File: src/rtl/ring_descriptor_allocator_macros.svh
// Assertion macros shared by the allocator RTL.
`ifndef RING_DESCRIPTOR_ALLOCATOR_MACROS_SVH
`define RING_DESCRIPTOR_ALLOCATOR_MACROS_SVH

// Same-cycle implication, sampled on clk, off while rst is high.
`define RDA_ASSERT_IMPL(lbl, ante, cons) \
  lbl: assert property (@(posedge clk) disable iff (rst) (ante) |-> (cons)) \
    else $error("ring descriptor allocator: same-cycle check failed");

// Next-cycle implication, sampled on clk, off while rst is high.
`define RDA_ASSERT_NEXT(lbl, ante, cons) \
  lbl: assert property (@(posedge clk) disable iff (rst) (ante) |=> (cons)) \
    else $error("ring descriptor allocator: next-cycle check failed");

`endif

File: src/rtl/rda_pkg.sv
// Field widths, request codes, status codes and state encoding of the ring descriptor allocator.
`timescale 1ns / 1ps

package rda_pkg;

  localparam int FUNC_W   = 2;
  localparam int INDEX_W  = 4;
  localparam int LINK_W   = 3;
  localparam int STATUS_W = 2;
  localparam int COUNT_W  = 4;
  localparam int ALLOC_N  = 3;

  typedef enum logic [FUNC_W-1:0] {
    FN_ALLOC3 = 2'd0,
    FN_FREE   = 2'd1,
    FN_LINK   = 2'd2,
    FN_NONE   = 2'd3
  } func_t;

  typedef enum logic [STATUS_W-1:0] {
    ST_OK       = 2'd0,
    ST_NO_SPACE = 2'd1,
    ST_RANGE    = 2'd2,
    ST_ALREADY  = 2'd3
  } status_t;

  typedef enum logic [4:0] {
    S_IDLE  = 5'b00001,
    S_ALLOC = 5'b00010,
    S_WALK  = 5'b00100,
    S_WAIT  = 5'b01000,
    S_RESP  = 5'b10000
  } state_t;

endpackage

File: src/rtl/rda_ram.sv
// Generic single-port-write, single-port-read RAM with registered read data.
`timescale 1ns / 1ps

module rda_ram #(
  parameter int WIDTH = 4,
  parameter int DEPTH = 8
) (
  input  logic                                   clk,
  input  logic                                   we,
  input  logic [(DEPTH > 1 ? $clog2(DEPTH) : 1)-1:0] waddr,
  input  logic [WIDTH-1:0]                       wdata,
  input  logic [(DEPTH > 1 ? $clog2(DEPTH) : 1)-1:0] raddr,
  output logic [WIDTH-1:0]                       rdata
);

  logic [WIDTH-1:0] mem [DEPTH];

  always_ff @(posedge clk) begin
    if (we) begin
      mem[waddr] <= wdata;
    end
    rdata <= mem[raddr];
  end

endmodule

File: src/rtl/ring_descriptor_allocator.sv
// Ring descriptor allocator: free map, link table and request sequencer.
//
// Use: one request channel (in_valid/in_stall) carries func, index, has_next
// and next_index; one result channel (out_valid/out_stall) carries status,
// the three allocated indices and freed_count. Every request gives exactly
// one result beat. A beat is taken on an edge with valid high and stall low.
// Requests are worked one at a time; in_stall is high while one is in work.
// Steps from the accepting edge to the edge that loads the result:
//   allocate three: 3 scan steps of a lowest-free priority encoder over
//     the free map, then the result load; fewer scan steps when the map
//     holds fewer than two free entries;
//   write link and the unused code: the result load only;
//   free chain: per freed entry a check step and a link-table RAM read
//     step, then the result load, plus one more check step on an error.
// The next request can be taken in the cycle after the result load.
// The link table sits in a RAM of TABLE_SIZE x 4 bits; a valid bit per entry
// stands for its cleared reset value, so no clearing pass is needed.
// Reset marks every entry free and every link cleared, and empties the
// output register. A stalled result holds in the output register; a
// finished request waits in its final step until that register frees up.
`timescale 1ns / 1ps

`include "ring_descriptor_allocator_macros.svh"

module ring_descriptor_allocator #(
  parameter int TABLE_SIZE = 8
) (
  input  logic                           clk,
  input  logic                           rst,
  input  logic                           in_valid,
  output logic                           in_stall,
  input  logic [rda_pkg::FUNC_W-1:0]     func,
  input  logic [rda_pkg::INDEX_W-1:0]    index,
  input  logic                           has_next,
  input  logic [rda_pkg::LINK_W-1:0]     next_index,
  output logic                           out_valid,
  input  logic                           out_stall,
  output logic [rda_pkg::STATUS_W-1:0]   status,
  output logic [rda_pkg::LINK_W-1:0]     first_index,
  output logic [rda_pkg::LINK_W-1:0]     second_index,
  output logic [rda_pkg::LINK_W-1:0]     third_index,
  output logic [rda_pkg::COUNT_W-1:0]    freed_count
);

  import rda_pkg::*;

  localparam int AW     = (TABLE_SIZE > 1) ? $clog2(TABLE_SIZE) : 1;
  localparam int LDATA_W = LINK_W + 1;

  state_t                state;
  logic [TABLE_SIZE-1:0] free_map;
  logic [TABLE_SIZE-1:0] link_valid;
  logic [TABLE_SIZE-1:0] scan;
  logic [1:0]            alloc_n;
  logic [AW-1:0]         pick0;
  logic [AW-1:0]         pick1;
  logic [AW-1:0]         pick2;
  logic [INDEX_W-1:0]    cur;
  logic [COUNT_W-1:0]    freed;
  status_t               res_status;

  logic                  low_any;
  logic [AW-1:0]         low_idx;
  logic [TABLE_SIZE-1:0] scan_next;
  logic [AW-1:0]         cur_a;
  logic                  cur_in_range;
  logic                  index_in_range;
  logic                  in_accept;
  logic                  out_free;
  logic                  link_we;
  logic [LDATA_W-1:0]    link_rdata;
  logic                  link_more;

  // lowest set bit of the scan mask
  always_comb begin
    low_any = 1'b0;
    low_idx = '0;
    for (int i = TABLE_SIZE - 1; i >= 0; i--) begin
      if (scan[i]) begin
        low_any = 1'b1;
        low_idx = AW'(i);
      end
    end
    scan_next = scan;
    scan_next[low_idx] = 1'b0;
  end

  assign cur_a          = AW'(cur);
  assign cur_in_range   = int'(cur) < TABLE_SIZE;
  assign index_in_range = int'(index) < TABLE_SIZE;
  assign in_stall       = (state != S_IDLE);
  assign in_accept      = in_valid && !in_stall;
  assign out_free       = !out_valid || !out_stall;
  assign link_we        = in_accept && (func_t'(func) == FN_LINK) && index_in_range;
  assign link_more      = link_valid[cur_a] && link_rdata[LINK_W];

  rda_ram #(
    .WIDTH (LDATA_W),
    .DEPTH (TABLE_SIZE)
  ) u_link_ram (
    .clk   (clk),
    .we    (link_we),
    .waddr (AW'(index)),
    .wdata ({has_next, next_index}),
    .raddr (cur_a),
    .rdata (link_rdata)
  );

  always_ff @(posedge clk) begin
    if (rst) begin
      state      <= S_IDLE;
      free_map   <= '1;
      link_valid <= '0;
      out_valid  <= 1'b0;
    end else begin
      if (out_valid && !out_stall && state != S_RESP) begin
        out_valid <= 1'b0;
      end
      unique case (state)
        S_IDLE: begin
          if (in_accept) begin
            res_status <= ST_OK;
            pick0      <= '0;
            pick1      <= '0;
            pick2      <= '0;
            freed      <= '0;
            cur        <= index;
            scan       <= free_map;
            alloc_n    <= '0;
            unique case (func_t'(func))
              FN_ALLOC3: state <= S_ALLOC;
              FN_FREE:   state <= S_WALK;
              FN_LINK: begin
                if (index_in_range) begin
                  link_valid[AW'(index)] <= 1'b1;
                end else begin
                  res_status <= ST_RANGE;
                end
                state <= S_RESP;
              end
              default:   state <= S_RESP;
            endcase
          end
        end
        S_ALLOC: begin
          if (!low_any) begin
            res_status <= ST_NO_SPACE;
            pick0      <= '0;
            pick1      <= '0;
            pick2      <= '0;
            state      <= S_RESP;
          end else begin
            scan    <= scan_next;
            alloc_n <= alloc_n + 2'd1;
            case (alloc_n)
              2'd0:    pick0 <= low_idx;
              2'd1:    pick1 <= low_idx;
              default: pick2 <= low_idx;
            endcase
            if (alloc_n == 2'(ALLOC_N - 1)) begin
              // commit: the scan mask is the free map less the three picks
              free_map <= scan_next;
              state    <= S_RESP;
            end
          end
        end
        S_WALK: begin
          if (!cur_in_range) begin
            res_status <= ST_RANGE;
            state      <= S_RESP;
          end else if (free_map[cur_a]) begin
            res_status <= ST_ALREADY;
            state      <= S_RESP;
          end else begin
            state <= S_WAIT;
          end
        end
        S_WAIT: begin
          // release the entry; clearing its valid bit clears its link
          free_map[cur_a]   <= 1'b1;
          link_valid[cur_a] <= 1'b0;
          freed             <= freed + COUNT_W'(1);
          if (link_more) begin
            cur   <= INDEX_W'(link_rdata[LINK_W-1:0]);
            state <= S_WALK;
          end else begin
            state <= S_RESP;
          end
        end
        S_RESP: begin
          if (out_free) begin
            out_valid    <= 1'b1;
            status       <= res_status;
            first_index  <= LINK_W'(pick0);
            second_index <= LINK_W'(pick1);
            third_index  <= LINK_W'(pick2);
            freed_count  <= freed;
            state        <= S_IDLE;
          end
        end
        default: state <= S_IDLE;
      endcase
    end
  end

  `RDA_ASSERT_IMPL(a_alloc_step, state == S_ALLOC, alloc_n <= 2'(ALLOC_N - 1))
  `RDA_ASSERT_IMPL(a_wait_in_range, state == S_WAIT, int'(cur) < TABLE_SIZE)
  `RDA_ASSERT_IMPL(a_no_space_zero, out_valid && status == ST_NO_SPACE,
                   first_index == '0 && second_index == '0 && third_index == '0)
  `RDA_ASSERT_NEXT(a_alloc_commit,
                   state == S_ALLOC && alloc_n == 2'(ALLOC_N - 1) && low_any,
                   $countones(free_map) == $countones($past(free_map)) - ALLOC_N)

endmodule
File: config.mk
export PLATFORM = sky130hd
export DESIGN_NAME = ring_descriptor_allocator
export DESIGN_NICKNAME = d
export VERILOG_FILES = /design/src/rtl/rda_pkg.sv /design/src/rtl/rda_ram.sv /design/src/rtl/ring_descriptor_allocator.sv
export VERILOG_INCLUDE_DIRS = /design/src /design/src/rtl
export SDC_FILE = /design/constraint.sdc
export NUM_CORES = 1
export LEC_CHECK = 0
export BUFFER_PORTS_ARGS = -buffer_cell sky130_fd_sc_hd__buf_2
export CAP_MARGIN = 20
export CORE_UTILIZATION = 42
export DETAILED_ROUTE_END_ITERATION = 7
export GPL_ROUTABILITY_DRIVEN = 0
export PLACE_DENSITY = 0.68
export SLEW_MARGIN = 20
export SYNTH_ARGS = -nofsm -noshare
export SYNTH_HDL_FRONTEND = slang
export SYNTH_HIERARCHICAL = 1
export SYNTH_SLANG_ARGS = --single-unit
File: constraint.sdc
create_clock -name clk -period 2.5 [get_ports clk]
set_input_delay 0.25 -clock clk [delete_from_list [all_inputs] [get_ports clk]]
set_output_delay 0.25 -clock clk [all_outputs]
set_load 0.05 [all_outputs]
==> qor.yml <==
grt:
  grt_pass1_wl_um: 13800
  antenna_found_initial: 0
  grt_use_total_pct: 16.4
  grt_remaining_overflow: 0
  grt_max_degree: 26
  grt_pass1_vias: 2853
timing:
  hold_violations: 0
  max_freq_mhz: 439
  finalHoldWorstSlack_ps: 131
  period_needed_ps: 2280
  slew_headroom_pct: 58.6
  skew_ps: 14.9
  setup_viol: 0
  rsz0062_at_grt: "false"
  tns_ps: 0
  drv_slew: 0
  period_share_pct: 91.0
  tightest_slew_ps: 616
synthesis:
  yosysTopAreaCellShare_pct: 51.4
  synth-edff-count: 76
  synth_area_leaders: "edfxtp_1, dfxtp_1, mux4_1, nand2_1, nor2_1"
  syn_inst: 346
  syn-cell-area_um2: 4440
  synth_most_common_cell: "edfxtp_1"
  ys_types: 56
  yosysSeqAreaShare_pct: 63.1
  synth_top_cell_by_area: "edfxtp_1"
  yosys-top-cells-count: "edfxtp_1, nand2_1, dfxtp_1, nor2_1, a21oi_1"
  synth_ff_type: "edfxtp_1"
  async_flop_share_pct: 0
  synth_seq_cells: 102
  synth.avg_cell_area_um2: 12.8
  ys_warn_count: 6
  synthesis.nets: 364
job:
  drv_cap: 0
placed_design:
  portBuffers: 30
  dp.final_hpwl_um: 6060
pwr:
  powerDensity_nw_per_um2: 748
  total_power_mw: 3.77
  vdd_drop_max_v: 0.000405
  cellLeakagePower_nw: 1.76
min_path:
  min_path_type: "in -> reg"
  hold_depth: 1
clocking:
  insertion_delay_ps: 380
  ctsLongestPathBuffers: 2
  ctsHoldBuffers: 0
  clk_pin_slew_ps: 120
  numCtsBuffers: 9
  clock_sinks: 102
  ctsResizeCount: 0
  cts_tree: "done"
  cts_root_buf: "clkbuf_8"
  post-cts-setup-buffers: 0
  h-tree-depth: 3
worst_setup_path:
  max_stage_delay_ps: 640
  critPathMaxFanout: 6
  arrival_ps: 2310
  r2r_cells: 5
  end_kind: "flop"
  cpMostUsedCell: "nand2_1"
  cpMaxStageDelayCell: "or4_1"
  path_cells: "or4_1 > nand2b_4 > nand2_1 > nand2_1 > nor4_1"
  startpoint_type: "flop"
  required_ps: 2530
  path_class: "reg -> reg"
die:
  die_area_um2: 11000
  io_pins: 31
  die_height_um: 105
  rows: 37
  initial_utilization_pct: 43.2
  die_x_um: 105
  core-area_um2: 10300
detailed_routing:
  viasPerCell: 5.47
  routed_wl_um: 8530
  ant_nets: 0
  route.detailed.drc: 0
  dr_total_vias: 2892
  wl_per_cell_um: 16.1
  firstDrtPassIters: 4
  drt-initial-drc-count: 199
layout:
  fillers: 921
  diodes: 0
  drive_gt1_share_pct: 20.9
  syn2layout_area_growth_pct: 13.3
  nNetsFinal: 406
status:
  status: "complete, no violations"
[final timing paths]
path / slack [ps] / endpoint / from
setup / recovery: 220 / res_status[1]$_DFFE_PP_ / scan[2]$_DFFE_PP_
setup reg to reg: 220 / res_status[1]$_DFFE_PP_ / scan[2]$_DFFE_PP_
hold / removal: 130 / u_link_ram/mem[2][1]$_DFFE_PP_ / next_index[1]
hold reg to reg: 430 / second_index[1]$_DFFE_PP_ / pick1[1]$_DFFE_PP_
[flip-flops by register name, summed over array words and instances, names as in the netlist, 4 cells and up]
name,flops
free_map,8
state,5
scan,8
u_link_ram/mem,32
link_valid,8
freed,4
freed_count,4
cur,4
u_link_ram/rdata,4
[through the flow]
stage	instance area, µm²	setup slack (ps)	util (%)	std cells
after floorplan	4450	384	-	346
after global placement	4820	396	46.9	513
after detailed placement	4820	258	46.9	513
after CTS	5030	233	49.0	529
after global routing	5030	81.8	49.0	529
final	5030	224	49.0	529
[report_power, final]
group / switching (mW) / total [mW] / internal, mW
sequential: 0.0720 / 2.04 / 1.96
clock: 0.660 / 1.07 / 0.408
combinational: 0.416 / 0.664 / 0.248
total: 1.15 / 3.77 / 2.62
[final cells by class]
type,instances,area (µm²),area share (%)
Timing Repair Buffer,47,278,5.52
Clock buffer,9,124,2.46
Sequential cell,102,2800,55.7
Multi-Input combinational cell,217,1530,30.4
Clock inverter,7,86.3,1.71
Inverter,11,41.3,0.820
Tap cell,136,170,3.38
[worst max-delay path, delay by kind of cell (launching register included)]
family,cells,cell delay [ps]
flops,1,470
simple gates,5,1460
[cells by family (layout without fill, tap and decap cells)]
kind of cell | count (synthesis) | count (layout) | share of synthesized area [%]
mux | 15 | 15 | 6.50
xor+xnor | 2 | 2 | 0.394
compound gates | 78 | 78 | 12.4
flops | 102 | 102 | 63.1
simple gates | 118 | 118 | 14.0
fa+ha+maj | 4 | 4 | 1.13
buf+inv | 27 | 74 | 2.56
[cell usage in the layout, fill, tap and decap left out, types with 4 or more instances in the layout]
master	instances
nand3b_1	7
and2_1	7
nor2b_1	5
dfxtp_1	26
a21o_1	5
buf_2	30
a21oi_1	16
a32oi_1	5
nand3_1	8
clkbuf_8	9
o21a_1	4
or3_1	5
nor2_1	25
nor4_1	5
nand2_1	28
mux2_2	7
buf_4	17
a211oi_1	5
nor3_1	11
edfxtp_1	76
ha_1	4
inv_1	11
mux4_1	8
o21ai_0	14
a21boi_0	4
[per-layer routing]
layer | GRT usage, % | vias up | share of wire (%)
li1 | - | 1409 | -
met1 | 20.1 | 1385 | 43
met2 | 28.1 | 85 | 51
met3 | 3.74 | 13 | 4.5
met4 | 6.04 | 0 | 1.6
met5 | 0 | - | 0
(Power assumes the default switching activity.)
